**config.mk**
```make
export PLATFORM = sky130hd
export DESIGN_NAME = dual_stepper_pulse_generator_core_flat
export DESIGN_NICKNAME = d
export VERILOG_FILES = /design/src/sv/dspg_pkg.sv /design/src/sv/dspg_in_if.sv /design/src/sv/dspg_out_if.sv /design/src/sv/dspg_cfg_if.sv /design/src/sv/dspg_div.sv /design/src/sv/dspg_ctrl.sv /design/src/sv/dspg_dp.sv /design/src/sv/dual_stepper_pulse_generator_core.sv /design/src/flat_wrapper.sv
export VERILOG_INCLUDE_DIRS = /design/src /design/src/sv
export SDC_FILE = /design/constraint.sdc
export NUM_CORES = 1
export LEC_CHECK = 0
export BUFFER_PORTS_ARGS = -buffer_cell sky130_fd_sc_hd__buf_2
export CORE_ASPECT_RATIO = 2
export CORE_MARGIN = 3
export CORE_UTILIZATION = 59
export DETAILED_ROUTE_END_ITERATION = 6
export PLACE_DENSITY = 0.77
export SYNTH_ARGS = -nofsm -noshare
export SYNTH_HDL_FRONTEND = slang
export SYNTH_SLANG_ARGS = --single-unit
```
**constraint.sdc**
```tcl
create_clock -name clk -period 6.3 [get_ports clk]
set_clock_uncertainty 0.1 [all_clocks]
set_input_delay 1.89 -clock clk [delete_from_list [all_inputs] [get_ports clk]]
set_output_delay 1.89 -clock clk [all_outputs]
set_load 0.1 [all_outputs]
```
**src/sv/dual_stepper_pulse_generator_core_defines.svh**
```systemverilog
// ----------------------------------------------------------------------------
// dual stepper pulse generator assertion macros
// shared property templates for the core checks
// ----------------------------------------------------------------------------
`ifndef DUAL_STEPPER_PULSE_GENERATOR_CORE_DEFINES_SVH
`define DUAL_STEPPER_PULSE_GENERATOR_CORE_DEFINES_SVH

// same-cycle implication
`define DSPG_ASSERT_IMP(label, clk, rst_n, ante, cons) \
  label: assert property (@(posedge clk) disable iff (!rst_n) (ante) |-> (cons)) \
    else $error("dspg assertion failed");

// next-cycle implication
`define DSPG_ASSERT_NXT(label, clk, rst_n, ante, cons) \
  label: assert property (@(posedge clk) disable iff (!rst_n) (ante) |=> (cons)) \
    else $error("dspg assertion failed");

`endif

```
**src/sv/dspg_pkg.sv**
```systemverilog
// ----------------------------------------------------------------------------
// dspg_pkg
// shared constants, codes and control types of the stepper pulse generator
// ----------------------------------------------------------------------------
`default_nettype none

package dspg_pkg;

  localparam int CLK_WIDTH        = 27;
  localparam int TIMEOUT_WIDTH    = 16;
  localparam int CFG_INDEX_WIDTH  = 2;
  localparam int CFG_DATA_WIDTH   = 27;
  localparam int PERIOD_WIDTH_DEF = 32;
  localparam int RATE_WIDTH_DEF   = 17;

  localparam logic [CLK_WIDTH-1:0]     CLK_HZ_RESET      = 27'd42000000;
  localparam logic [TIMEOUT_WIDTH-1:0] TIMEOUT_MS_RESET  = 16'd500;
  localparam logic                     LEFT_REV_RESET    = 1'b1;
  localparam logic                     RIGHT_REV_RESET   = 1'b0;

  localparam logic [CFG_INDEX_WIDTH-1:0] CFG_COUNTER_CLOCK = 2'd0;
  localparam logic [CFG_INDEX_WIDTH-1:0] CFG_TIMEOUT       = 2'd1;
  localparam logic [CFG_INDEX_WIDTH-1:0] CFG_LEFT_REVERSE  = 2'd2;
  localparam logic [CFG_INDEX_WIDTH-1:0] CFG_RIGHT_REVERSE = 2'd3;

  localparam logic REQ_COMMAND = 1'b0;
  localparam logic REQ_TICK    = 1'b1;

  typedef enum logic {
    ST_IDLE,
    ST_DIVIDE
  } ctrl_state_t;

  typedef struct packed {
    logic tick;
    logic stop;
    logic div_start;
    logic load;
    logic out_load;
  } dp_cmd_t;

  typedef struct packed {
    logic rates_nonzero;
    logic div_done;
  } dp_status_t;

endpackage

`default_nettype wire

```
**src/sv/dspg_in_if.sv**
```systemverilog
// ----------------------------------------------------------------------------
// dspg_in_if
// input channel: speed commands and counter clock ticks
// ----------------------------------------------------------------------------
`default_nettype none

interface dspg_in_if #(
  parameter int RATE_WIDTH = dspg_pkg::RATE_WIDTH_DEF
);
  logic                         valid;
  logic                         ready;
  logic                         req_type;
  logic signed [RATE_WIDTH-1:0] left_rate;
  logic signed [RATE_WIDTH-1:0] right_rate;
  logic                         ms_strobe;

  modport source (output valid, output req_type, output left_rate, output right_rate,
                  output ms_strobe, input ready);
  modport sink (input valid, input req_type, input left_rate, input right_rate,
                input ms_strobe, output ready);
endinterface

`default_nettype wire

```
**src/sv/dspg_out_if.sv**
```systemverilog
// ----------------------------------------------------------------------------
// dspg_out_if
// result channel: step levels, directions and driver enable
// ----------------------------------------------------------------------------
`default_nettype none

interface dspg_out_if;
  logic valid;
  logic ready;
  logic left_step;
  logic right_step;
  logic left_dir;
  logic right_dir;
  logic drivers_enabled;

  modport source (output valid, output left_step, output right_step, output left_dir,
                  output right_dir, output drivers_enabled, input ready);
  modport sink (input valid, input left_step, input right_step, input left_dir,
                input right_dir, input drivers_enabled, output ready);
endinterface

`default_nettype wire

```
**src/sv/dspg_cfg_if.sv**
```systemverilog
// ----------------------------------------------------------------------------
// dspg_cfg_if
// configuration write channel: register index and write data
// ----------------------------------------------------------------------------
`default_nettype none

interface dspg_cfg_if;
  logic                                 valid;
  logic                                 ready;
  logic [dspg_pkg::CFG_INDEX_WIDTH-1:0] index;
  logic [dspg_pkg::CFG_DATA_WIDTH-1:0]  data;

  modport source (output valid, output index, output data, input ready);
  modport sink (input valid, input index, input data, output ready);
endinterface

`default_nettype wire

```
**src/sv/dspg_div.sv**
```systemverilog
// ----------------------------------------------------------------------------
// dspg_div
// restoring unsigned divider, one quotient bit per cycle
// ----------------------------------------------------------------------------
`default_nettype none

module dspg_div #(
  parameter int DIVIDEND_W = dspg_pkg::CLK_WIDTH,
  parameter int DIVISOR_W  = dspg_pkg::RATE_WIDTH_DEF
) (
  input  wire logic                  clk,
  input  wire logic                  rst_n,
  input  wire logic                  start,
  input  wire logic [DIVIDEND_W-1:0] dividend,
  input  wire logic [DIVISOR_W-1:0]  divisor,
  output logic                       done,
  output logic [DIVIDEND_W-1:0]      quotient
);

  localparam int CW = $clog2(DIVIDEND_W + 1);

  logic [CW-1:0]         cnt_r, cnt_nxt;
  logic                  done_r, done_nxt;
  logic [DIVISOR_W-1:0]  rem_r, rem_nxt;
  logic [DIVIDEND_W-1:0] quo_r, quo_nxt;
  logic [DIVISOR_W-1:0]  dvs_r, dvs_nxt;
  logic [DIVISOR_W:0]    trial;
  logic                  fits;

  assign trial = {rem_r, quo_r[DIVIDEND_W-1]};
  assign fits  = trial >= {1'b0, dvs_r};

  always_comb begin
    cnt_nxt  = cnt_r;
    done_nxt = done_r;
    rem_nxt  = rem_r;
    quo_nxt  = quo_r;
    dvs_nxt  = dvs_r;
    if (start) begin
      cnt_nxt  = CW'(DIVIDEND_W);
      done_nxt = 1'b0;
      rem_nxt  = '0;
      quo_nxt  = dividend;
      dvs_nxt  = divisor;
    end else if (cnt_r != '0) begin
      cnt_nxt = cnt_r - CW'(1);
      if (fits) begin
        rem_nxt = DIVISOR_W'(trial - {1'b0, dvs_r});
      end else begin
        rem_nxt = trial[DIVISOR_W-1:0];
      end
      quo_nxt = {quo_r[DIVIDEND_W-2:0], fits};
      if (cnt_r == CW'(1)) begin
        done_nxt = 1'b1;
      end
    end
  end

  always_ff @(posedge clk) begin
    if (!rst_n) begin
      cnt_r  <= '0;
      done_r <= 1'b0;
    end else begin
      cnt_r  <= cnt_nxt;
      done_r <= done_nxt;
    end
    rem_r <= rem_nxt;
    quo_r <= quo_nxt;
    dvs_r <= dvs_nxt;
  end

  assign done     = done_r;
  assign quotient = quo_r;

endmodule

`default_nettype wire

```
**src/sv/dspg_ctrl.sv**
```systemverilog
// ----------------------------------------------------------------------------
// dspg_ctrl
// transaction sequencing: accept, period division wait, result hand-off
// ----------------------------------------------------------------------------
`default_nettype none

module dspg_ctrl (
  input  wire logic                 clk,
  input  wire logic                 rst_n,
  input  wire logic                 in_valid,
  input  wire logic                 in_req_type,
  output logic                      in_ready,
  output logic                      out_valid,
  input  wire logic                 out_ready,
  input  wire dspg_pkg::dp_status_t status,
  output dspg_pkg::dp_cmd_t         cmd
);

  dspg_pkg::ctrl_state_t state_r, state_nxt;
  logic                  out_valid_r, out_valid_nxt;
  logic                  out_free;
  logic                  accept;

  assign out_free = !out_valid_r || out_ready;

  always_comb begin
    in_ready      = (state_r == dspg_pkg::ST_IDLE) && out_free;
    accept        = in_valid && in_ready;
    cmd.tick      = accept && (in_req_type == dspg_pkg::REQ_TICK);
    cmd.stop      = accept && (in_req_type == dspg_pkg::REQ_COMMAND) &&
                    !status.rates_nonzero;
    cmd.div_start = accept && (in_req_type == dspg_pkg::REQ_COMMAND) &&
                    status.rates_nonzero;
    cmd.load      = (state_r == dspg_pkg::ST_DIVIDE) && status.div_done && out_free;
    cmd.out_load  = cmd.tick || cmd.stop || cmd.load;
  end

  always_comb begin
    state_nxt = state_r;
    case (state_r)
      dspg_pkg::ST_IDLE: begin
        if (cmd.div_start) begin
          state_nxt = dspg_pkg::ST_DIVIDE;
        end
      end
      dspg_pkg::ST_DIVIDE: begin
        if (cmd.load) begin
          state_nxt = dspg_pkg::ST_IDLE;
        end
      end
      default: begin
        state_nxt = dspg_pkg::ST_IDLE;
      end
    endcase
  end

  always_comb begin
    if (cmd.out_load) begin
      out_valid_nxt = 1'b1;
    end else if (out_ready) begin
      out_valid_nxt = 1'b0;
    end else begin
      out_valid_nxt = out_valid_r;
    end
  end

  always_ff @(posedge clk) begin
    if (!rst_n) begin
      state_r     <= dspg_pkg::ST_IDLE;
      out_valid_r <= 1'b0;
    end else begin
      state_r     <= state_nxt;
      out_valid_r <= out_valid_nxt;
    end
  end

  assign out_valid = out_valid_r;

endmodule

`default_nettype wire

```
**src/sv/dspg_dp.sv**
```systemverilog
// ----------------------------------------------------------------------------
// dspg_dp
// configuration registers, period dividers, step counters, watchdog, result
// ----------------------------------------------------------------------------
`default_nettype none

module dspg_dp #(
  parameter int PERIOD_WIDTH = dspg_pkg::PERIOD_WIDTH_DEF,
  parameter int RATE_WIDTH   = dspg_pkg::RATE_WIDTH_DEF
) (
  input  wire logic                                 clk,
  input  wire logic                                 rst_n,
  input  wire logic                                 cfg_we,
  input  wire logic [dspg_pkg::CFG_INDEX_WIDTH-1:0] cfg_index,
  input  wire logic [dspg_pkg::CFG_DATA_WIDTH-1:0]  cfg_data,
  input  wire logic signed [RATE_WIDTH-1:0]         left_rate,
  input  wire logic signed [RATE_WIDTH-1:0]         right_rate,
  input  wire logic                                 ms_strobe,
  input  wire dspg_pkg::dp_cmd_t                    cmd,
  output dspg_pkg::dp_status_t                      status,
  output logic                                      left_step,
  output logic                                      right_step,
  output logic                                      left_dir,
  output logic                                      right_dir,
  output logic                                      drivers_enabled
);

  localparam int CLK_W = dspg_pkg::CLK_WIDTH;
  localparam int TMO_W = dspg_pkg::TIMEOUT_WIDTH;

  // configuration
  logic [CLK_W-1:0] clk_hz_r, clk_hz_nxt;
  logic [TMO_W-1:0] timeout_r, timeout_nxt;
  logic             lrev_r, lrev_nxt;
  logic             rrev_r, rrev_nxt;

  // channel state, lane 0 left, lane 1 right
  logic [1:0][PERIOD_WIDTH-1:0] period_r, period_nxt;
  logic [1:0][PERIOD_WIDTH-1:0] count_r, count_nxt;
  logic [1:0]                   level_r, level_nxt;
  logic [1:0]                   dir_r, dir_nxt;
  logic [1:0]                   pend_dir_r, pend_dir_nxt;
  logic                         en_r, en_nxt;
  logic [TMO_W-1:0]             ms_r, ms_nxt;

  logic [4:0] res_r, res_nxt;

  logic [1:0][RATE_WIDTH-1:0]   rate;
  logic [1:0][RATE_WIDTH-1:0]   mag;
  logic [1:0]                   rev;
  logic [1:0]                   rate_dir;
  logic [1:0]                   div_done;
  logic [1:0][CLK_W-1:0]        quo;
  logic [1:0][PERIOD_WIDTH-1:0] quo_sat;
  logic [1:0][PERIOD_WIDTH-1:0] tick_count;
  logic [1:0]                   tick_level;
  logic [TMO_W-1:0]             ms_inc;
  logic                         en_tick;

  assign rate[0] = left_rate;
  assign rate[1] = right_rate;
  assign rev     = {rrev_r, lrev_r};

  for (genvar i = 0; i < 2; i++) begin : g_lane
    logic [PERIOD_WIDTH:0]   cnt_inc;
    logic [PERIOD_WIDTH-1:0] cnt_step;
    logic                    lvl_step;

    assign mag[i]      = rate[i][RATE_WIDTH-1] ? (~rate[i] + RATE_WIDTH'(1)) : rate[i];
    assign rate_dir[i] = ~(rate[i][RATE_WIDTH-1] ^ rev[i]);

    dspg_div #(
      .DIVIDEND_W(CLK_W),
      .DIVISOR_W (RATE_WIDTH)
    ) u_div (
      .clk     (clk),
      .rst_n   (rst_n),
      .start   (cmd.div_start),
      .dividend(clk_hz_r),
      .divisor (mag[i]),
      .done    (div_done[i]),
      .quotient(quo[i])
    );

    if (PERIOD_WIDTH >= CLK_W) begin : g_wide
      assign quo_sat[i] = PERIOD_WIDTH'(quo[i]);
    end else begin : g_sat
      assign quo_sat[i] = (|quo[i][CLK_W-1:PERIOD_WIDTH]) ? '1 : quo[i][PERIOD_WIDTH-1:0];
    end

    // wrap and set the level at the period, clear the level at half the period
    assign cnt_inc = {1'b0, count_r[i]} + (PERIOD_WIDTH+1)'(1);
    always_comb begin
      if (cnt_inc >= {1'b0, period_r[i]}) begin
        cnt_step = '0;
        lvl_step = 1'b1;
      end else begin
        cnt_step = cnt_inc[PERIOD_WIDTH-1:0];
        lvl_step = (cnt_inc[PERIOD_WIDTH-1:0] == (period_r[i] >> 1)) ? 1'b0 :
                   level_r[i];
      end
    end

    assign tick_count[i] = cnt_step;
    assign tick_level[i] = lvl_step;
  end

  assign status.rates_nonzero = (|rate[0]) && (|rate[1]);
  assign status.div_done      = &div_done;

  always_comb begin
    clk_hz_nxt  = clk_hz_r;
    timeout_nxt = timeout_r;
    lrev_nxt    = lrev_r;
    rrev_nxt    = rrev_r;
    if (cfg_we) begin
      case (cfg_index)
        dspg_pkg::CFG_COUNTER_CLOCK: clk_hz_nxt  = cfg_data[CLK_W-1:0];
        dspg_pkg::CFG_TIMEOUT:       timeout_nxt = cfg_data[TMO_W-1:0];
        dspg_pkg::CFG_LEFT_REVERSE:  lrev_nxt    = cfg_data[0];
        dspg_pkg::CFG_RIGHT_REVERSE: rrev_nxt    = cfg_data[0];
        default: begin
        end
      endcase
    end
  end

  // watchdog age with saturation
  assign ms_inc = (ms_r != '1) ? (ms_r + TMO_W'(1)) : ms_r;

  always_comb begin
    period_nxt   = period_r;
    count_nxt    = count_r;
    level_nxt    = level_r;
    dir_nxt      = dir_r;
    pend_dir_nxt = pend_dir_r;
    en_nxt       = en_r;
    ms_nxt       = ms_r;
    en_tick      = en_r;
    if (cmd.div_start) begin
      pend_dir_nxt = rate_dir;
    end
    if (cmd.stop) begin
      en_nxt = 1'b0;
    end
    if (cmd.load) begin
      period_nxt = quo_sat;
      count_nxt  = '0;
      level_nxt  = '0;
      dir_nxt    = pend_dir_r;
      ms_nxt     = '0;
      en_nxt     = 1'b1;
    end
    if (cmd.tick) begin
      if (en_r && ms_strobe) begin
        ms_nxt = ms_inc;
        if (ms_inc >= timeout_r) begin
          en_tick = 1'b0;
        end
      end
      en_nxt = en_tick;
      if (en_tick) begin
        count_nxt = tick_count;
        level_nxt = tick_level;
      end
    end
  end

  always_comb begin
    res_nxt = res_r;
    if (cmd.out_load) begin
      res_nxt = {en_nxt, dir_nxt[1], dir_nxt[0], en_nxt & level_nxt[1],
                 en_nxt & level_nxt[0]};
    end
  end

  always_ff @(posedge clk) begin
    if (!rst_n) begin
      clk_hz_r  <= dspg_pkg::CLK_HZ_RESET;
      timeout_r <= dspg_pkg::TIMEOUT_MS_RESET;
      lrev_r    <= dspg_pkg::LEFT_REV_RESET;
      rrev_r    <= dspg_pkg::RIGHT_REV_RESET;
      period_r  <= '0;
      count_r   <= '0;
      level_r   <= '0;
      dir_r     <= '0;
      en_r      <= 1'b0;
      ms_r      <= '0;
    end else begin
      clk_hz_r  <= clk_hz_nxt;
      timeout_r <= timeout_nxt;
      lrev_r    <= lrev_nxt;
      rrev_r    <= rrev_nxt;
      period_r  <= period_nxt;
      count_r   <= count_nxt;
      level_r   <= level_nxt;
      dir_r     <= dir_nxt;
      en_r      <= en_nxt;
      ms_r      <= ms_nxt;
    end
    pend_dir_r <= pend_dir_nxt;
    res_r      <= res_nxt;
  end

  assign left_step       = res_r[0];
  assign right_step      = res_r[1];
  assign left_dir        = res_r[2];
  assign right_dir       = res_r[3];
  assign drivers_enabled = res_r[4];

endmodule

`default_nettype wire

```
**src/sv/dual_stepper_pulse_generator_core.sv**
```systemverilog
// ----------------------------------------------------------------------------
// dual_stepper_pulse_generator_core
// ticks and zero-rate commands: registered result, one transaction per cycle while results are taken
// enabling commands: wait for the bit-serial period dividers, then load the result
// a result not yet taken holds off the next input transaction
// reset (synchronous, active low) clears the internal driver enable and restores config
// ----------------------------------------------------------------------------
`default_nettype none
`include "dual_stepper_pulse_generator_core_defines.svh"

module dual_stepper_pulse_generator_core #(
  parameter int PERIOD_WIDTH = dspg_pkg::PERIOD_WIDTH_DEF,
  parameter int RATE_WIDTH   = dspg_pkg::RATE_WIDTH_DEF
) (
  input wire logic clk,
  input wire logic rst_n,
  dspg_in_if.sink  in_chan,
  dspg_out_if.source out_chan,
  dspg_cfg_if.sink cfg_chan
);

  dspg_pkg::dp_cmd_t    cmd;
  dspg_pkg::dp_status_t status;

  assign cfg_chan.ready = 1'b1;

  dspg_ctrl u_ctrl (
    .clk        (clk),
    .rst_n      (rst_n),
    .in_valid   (in_chan.valid),
    .in_req_type(in_chan.req_type),
    .in_ready   (in_chan.ready),
    .out_valid  (out_chan.valid),
    .out_ready  (out_chan.ready),
    .status     (status),
    .cmd        (cmd)
  );

  dspg_dp #(
    .PERIOD_WIDTH(PERIOD_WIDTH),
    .RATE_WIDTH  (RATE_WIDTH)
  ) u_dp (
    .clk            (clk),
    .rst_n          (rst_n),
    .cfg_we         (cfg_chan.valid),
    .cfg_index      (cfg_chan.index),
    .cfg_data       (cfg_chan.data),
    .left_rate      (in_chan.left_rate),
    .right_rate     (in_chan.right_rate),
    .ms_strobe      (in_chan.ms_strobe),
    .cmd            (cmd),
    .status         (status),
    .left_step      (out_chan.left_step),
    .right_step     (out_chan.right_step),
    .left_dir       (out_chan.left_dir),
    .right_dir      (out_chan.right_dir),
    .drivers_enabled(out_chan.drivers_enabled)
  );

  `DSPG_ASSERT_IMP(a_left_step_gated, clk, rst_n, out_chan.valid && out_chan.left_step, out_chan.drivers_enabled)
  `DSPG_ASSERT_IMP(a_right_step_gated, clk, rst_n, out_chan.valid && out_chan.right_step, out_chan.drivers_enabled)
  `DSPG_ASSERT_NXT(a_divide_blocks_input, clk, rst_n, cmd.div_start, !in_chan.ready)

endmodule

`default_nettype wire
```
**src/flat_wrapper.sv**
```systemverilog
// flat-port wrapper written by rule: the top's interface ports become plain ports
module dual_stepper_pulse_generator_core_flat 
#(
  parameter int PERIOD_WIDTH = dspg_pkg::PERIOD_WIDTH_DEF,
  parameter int RATE_WIDTH   = dspg_pkg::RATE_WIDTH_DEF
)
  (clk, rst_n, in_chan_valid, in_chan_req_type, in_chan_left_rate, in_chan_right_rate, in_chan_ms_strobe, in_chan_ready, out_chan_valid, out_chan_left_step, out_chan_right_step, out_chan_left_dir, out_chan_right_dir, out_chan_drivers_enabled, out_chan_ready, cfg_chan_valid, cfg_chan_index, cfg_chan_data, cfg_chan_ready);
  dspg_in_if #(.RATE_WIDTH(RATE_WIDTH)) in_chan_i ();
  dspg_out_if out_chan_i ();
  dspg_cfg_if cfg_chan_i ();
  input wire logic clk;
  input wire logic rst_n;
  input wire logic [$bits(in_chan_i.valid)-1:0] in_chan_valid;
  input wire logic [$bits(in_chan_i.req_type)-1:0] in_chan_req_type;
  input wire logic [$bits(in_chan_i.left_rate)-1:0] in_chan_left_rate;
  input wire logic [$bits(in_chan_i.right_rate)-1:0] in_chan_right_rate;
  input wire logic [$bits(in_chan_i.ms_strobe)-1:0] in_chan_ms_strobe;
  output wire logic [$bits(in_chan_i.ready)-1:0] in_chan_ready;
  output wire logic [$bits(out_chan_i.valid)-1:0] out_chan_valid;
  output wire logic [$bits(out_chan_i.left_step)-1:0] out_chan_left_step;
  output wire logic [$bits(out_chan_i.right_step)-1:0] out_chan_right_step;
  output wire logic [$bits(out_chan_i.left_dir)-1:0] out_chan_left_dir;
  output wire logic [$bits(out_chan_i.right_dir)-1:0] out_chan_right_dir;
  output wire logic [$bits(out_chan_i.drivers_enabled)-1:0] out_chan_drivers_enabled;
  input wire logic [$bits(out_chan_i.ready)-1:0] out_chan_ready;
  input wire logic [$bits(cfg_chan_i.valid)-1:0] cfg_chan_valid;
  input wire logic [$bits(cfg_chan_i.index)-1:0] cfg_chan_index;
  input wire logic [$bits(cfg_chan_i.data)-1:0] cfg_chan_data;
  output wire logic [$bits(cfg_chan_i.ready)-1:0] cfg_chan_ready;
  assign in_chan_i.valid = in_chan_valid;
  assign in_chan_i.req_type = in_chan_req_type;
  assign in_chan_i.left_rate = in_chan_left_rate;
  assign in_chan_i.right_rate = in_chan_right_rate;
  assign in_chan_i.ms_strobe = in_chan_ms_strobe;
  assign in_chan_ready = in_chan_i.ready;
  assign out_chan_valid = out_chan_i.valid;
  assign out_chan_left_step = out_chan_i.left_step;
  assign out_chan_right_step = out_chan_i.right_step;
  assign out_chan_left_dir = out_chan_i.left_dir;
  assign out_chan_right_dir = out_chan_i.right_dir;
  assign out_chan_drivers_enabled = out_chan_i.drivers_enabled;
  assign out_chan_i.ready = out_chan_ready;
  assign cfg_chan_i.valid = cfg_chan_valid;
  assign cfg_chan_i.index = cfg_chan_index;
  assign cfg_chan_i.data = cfg_chan_data;
  assign cfg_chan_ready = cfg_chan_i.ready;
  dual_stepper_pulse_generator_core #(.PERIOD_WIDTH(PERIOD_WIDTH), .RATE_WIDTH(RATE_WIDTH)) u_core (.clk(clk), .rst_n(rst_n), .in_chan(in_chan_i), .out_chan(out_chan_i), .cfg_chan(cfg_chan_i));
endmodule
```
==> flow_metrics.tcl <==
set metrics [dict create \
    core_area_um2 31800 \
    setup_tns_ns 0 \
    grt_pass1_wl_um 82300 \
    path_common_cell "nor4_1" \
    synth-xor-area-share_pct 7.22 \
    r2r_setup_slack_ns 0.89 \
    worst_setup_path_start_kind "flip-flop" \
    cts_sinks 327 \
    synthCells 2306 \
    end_kind "flip-flop" \
    wire_per_inst_um 18.5 \
    cts-root-buf "clkbuf_16" \
    maxCapViolCount 0 \
    pwr_density_cell_nw_per_um2 331 \
    hp-start "u_core.u_dp.period_r[10]" \
    ant_nets 0 \
    vias 16800 \
    post-route-min-period_ns 5.41 \
    globalRouteOverflowTotal 0 \
    synth-seq-area-share_pct 39.2 \
    holdCritPathClass "flip-flop to flip-flop" \
    dieWidth_um 133 \
    syn_to_final_growth_pct 8.59 \
    antenna_cells 0 \
    peakVddDrop_v 0.000240 \
    final-setup-viol-count 0 \
    synth-async-reset-ratio_pct 0 \
    synth_commonest_cells "454 x nand2_1, 232 x dfxtp_1, 205 x a21oi_1" \
    arrival_ns 5.63 \
    synth_area_um2 19100 \
    routed_wl_um 51000 \
    fin_crit_sh_pct 85.8 \
    h-tree-depth 1 \
    reg2reg_depth 17 \
    layout.nets 2502 \
    finalHoldViolations 0 \
    avgSynthCellArea_um2 8.30 \
    hpwlAfterDp_um 38600 \
    max_freq_mhz 185 \
    ctsHoldBuffers 0 \
    path_cells "and4_1, nand4_1, nor4_1, nand2b_1, and2_1, nand2_1, xnor2_1, ha_1, a21o_1, nand3_1, a21oi_1, a2111oi_0, o21ai_0, buf_4, nor4_1, nor4b_1, nor3b_1" \
    num_rows 92 \
    clk_path_buf_depth 3 \
    status "finished, final reports clean" \
    clk_latency_ns 0.58 \
    final_util_pct 65.5 \
    total_power_w 0.00688 \
    synth_top_area_share_pct 24.3 \
    synth_nets 2495 \
    clk_pin_slew_ns 0.07 \
    initial_core_util_pct 60.3 \
    ios 78 \
    synth_area_leaders "dfxtp_1 24%, edfxtp_1 15%, nand2_1 8.9%" \
    ys.flop_type "dfxtp_1" \
    cts_tree "done" \
    synthSimpleGateAreaFrac_pct 21.7 \
    max_stage_delay_ns 0.97 \
    firstDrtPassIters 6 \
    fin_ws_ns 0.893 \
    grt_setup_unrepaired "no" \
    die-area_um2 34800 \
    path_class "flip-flop to flip-flop" \
    grt_pass1_vias 16500 \
    slew_headroom_pct 19.4 \
    place_congestion 0.948 \
    drc 0 \
    crit_required_ns 6.52 \
    ys_warn_count 0 \
    drive_above_1_share_pct 7.75 \
    yosysTopAreaCell "dfxtp_1" \
    grtUsageTotal_pct 28.9 \
    worstSetupEndpoint "u_core.u_dp.res_r[0]" \
    cp_max_fo 11 \
    power_leakage_nw 8.48 \
    post-cts-setup-buffers 0 \
    numCtsBuffers 28 \
    r2r-start "u_core.u_dp.ms_r[3]" \
    synth_compound_area_share_pct 17.0 \
    via_per_inst 6.08 \
    synth_cell_types 86 \
    drt_iter0_markers 1110 \
    ys_seq_elements 327 \
    synth_edf_count 95 \
    rr_endpoint "u_core.u_dp.res_r[0]" \
    portBuffers 76 \
    synth_most_common_cell "nand2_1" \
    crit_slowest_cell "a2111oi_0" \
    cts.repair.resized 0 \
    die_h_um 261 \
    synth_top_family_by_area "simple AND/OR/NAND/NOR gates" \
    grt_max_degree 71 \
    synthAdderAreaFrac_pct 7.85 \
    tightest_slew_ns 1.20 \
    antenna_found_initial 0 \
    critPathLaunch "u_core.u_dp.ms_r[3]" \
    slew_violations 0 \
    place_ws_ns 0.879 \
    synth.area.mux_share_pct 1.64 \
]
==> cells in the final DEF (no fill, tap or decap), drive strengths merged, types with 12 or more instances in the layout <==
| cell | synthesis | layout |
|---|---|---|
| a21o | 19 | 19 |
| and3 | 33 | 33 |
| nand2 | 454 | 454 |
| o21ai | 88 | 88 |
| a31oi | 48 | 48 |
| or3 | 19 | 19 |
| a21oi | 205 | 205 |
| a211oi | 13 | 13 |
| nand2b | 20 | 20 |
| nor2 | 91 | 91 |
| nor2b | 15 | 15 |
| nand4 | 35 | 35 |
| a2111oi | 12 | 12 |
| o211ai | 20 | 20 |
| mux2i | 28 | 28 |
| nor4 | 25 | 25 |
| buf | 27 | 104 |
| xnor2 | 108 | 108 |
| o21a | 14 | 14 |
| dfxtp | 232 | 232 |
| inv | 139 | 139 |
| nand3 | 73 | 73 |
| or4 | 13 | 13 |
| clkinv | 1 | 12 |
| clkbuf | 100 | 32 |
| nor3 | 47 | 47 |
| xor2 | 37 | 37 |
| and2 | 22 | 22 |
| edfxtp | 95 | 95 |
| ha | 117 | 117 |
| a22oi | 13 | 13 |
| o31ai | 16 | 16 |
==> per-layer routing <==
layer	wire length, um	part of all wire [%]	vias up	GRT usage, %
met4	3370	6.6	0	17.2
met1	18800	37	7968	30.6
met5	0	0	-	0
met3	1940	3.8	185	2.87
li1	-	-	8148	-
met2	27000	53	478	54.7
==> sequential cells by signal, summed over array words and instances (netlist names), 16 cells and up <==
register and cells:
u_core.u_dp.clk_hz_r 27, u_core.u_dp.count_r 64, u_core.u_dp.g_lane.u_div.dvs_r 34, u_core.u_dp.g_lane.u_div.quotient 54
u_core.u_dp.g_lane.u_div.rem_r 34, u_core.u_dp.ms_r 16, u_core.u_dp.period_r 54, u_core.u_dp.timeout_r 16
==> per-stage QoR <==
step / cell area [um2] / hold WS, ns / std cells
after floorplan: 19100 / 0.336 / 2306
after global placement: 19800 / 0.343 / 2706
after detailed placement: 19800 / 0.348 / 2706
after CTS: 20800 / 0.357 / 2758
after global routing: 20800 / 0.373 / 2758
final: 20800 / 0.357 / 2758
==> cell families after synthesis <==
family	count (synthesis)
XOR/XNOR	150
AND/OR/NAND/NOR	888
AO/OA/AOI/OAI	523
buffers and inverters	267
adder cells (fa/ha/maj)	119
flip-flops	327
other	1
multiplexers	31
==> cell type report <==
class                   count  area (um2)
repair buffers            104         603
inverters                 140         527
clock buffers              32         736
clock inverters            20         243
fillers                  2769       11000
flip-flops and latches    327        7500
well taps                 423         529
multi-input cells        1712       10700
==> critical path: cells and delay by family, from the launching register on <==
kind,cells,cell delay [ns]
AND/OR/NAND/NOR,10,2.51
AO/OA/AOI/OAI,4,1.42
flip-flops,1,0.46
adder cells (fa/ha/maj),1,0.26
buffers and inverters,1,0.26
XOR/XNOR,1,0.12
==> worst min path at each step <==
stage / to / slack, ns / depth (start not counted)
6_report: u_core.u_dp.period_r[10] / 0.36 / 2
2_1_floorplan: u_core.u_dp.period_r[10] / 0.34 / 2
4_1_cts: u_core.u_dp.period_r[10] / 0.36 / 2
3_5_place_dp: u_core.u_dp.period_r[10] / 0.35 / 2
5_1_grt: u_core.u_dp.timeout_r[10] / 0.37 / 2
3_3_place_gp: u_core.u_dp.clk_hz_r[17] / 0.34 / 2
==> power breakdown <==
part | internal, W | switching (W) | leakage [nW] | total [W]
sequential | 0.00264 | 0.000264 | 2.85 | 0.00290
combinational | 0.000867 | 0.00124 | 5.16 | 0.00211
clock | 0.00105 | 0.000823 | 0.465 | 0.00187
No activity file was read; power rests on OpenSTA's default activity.
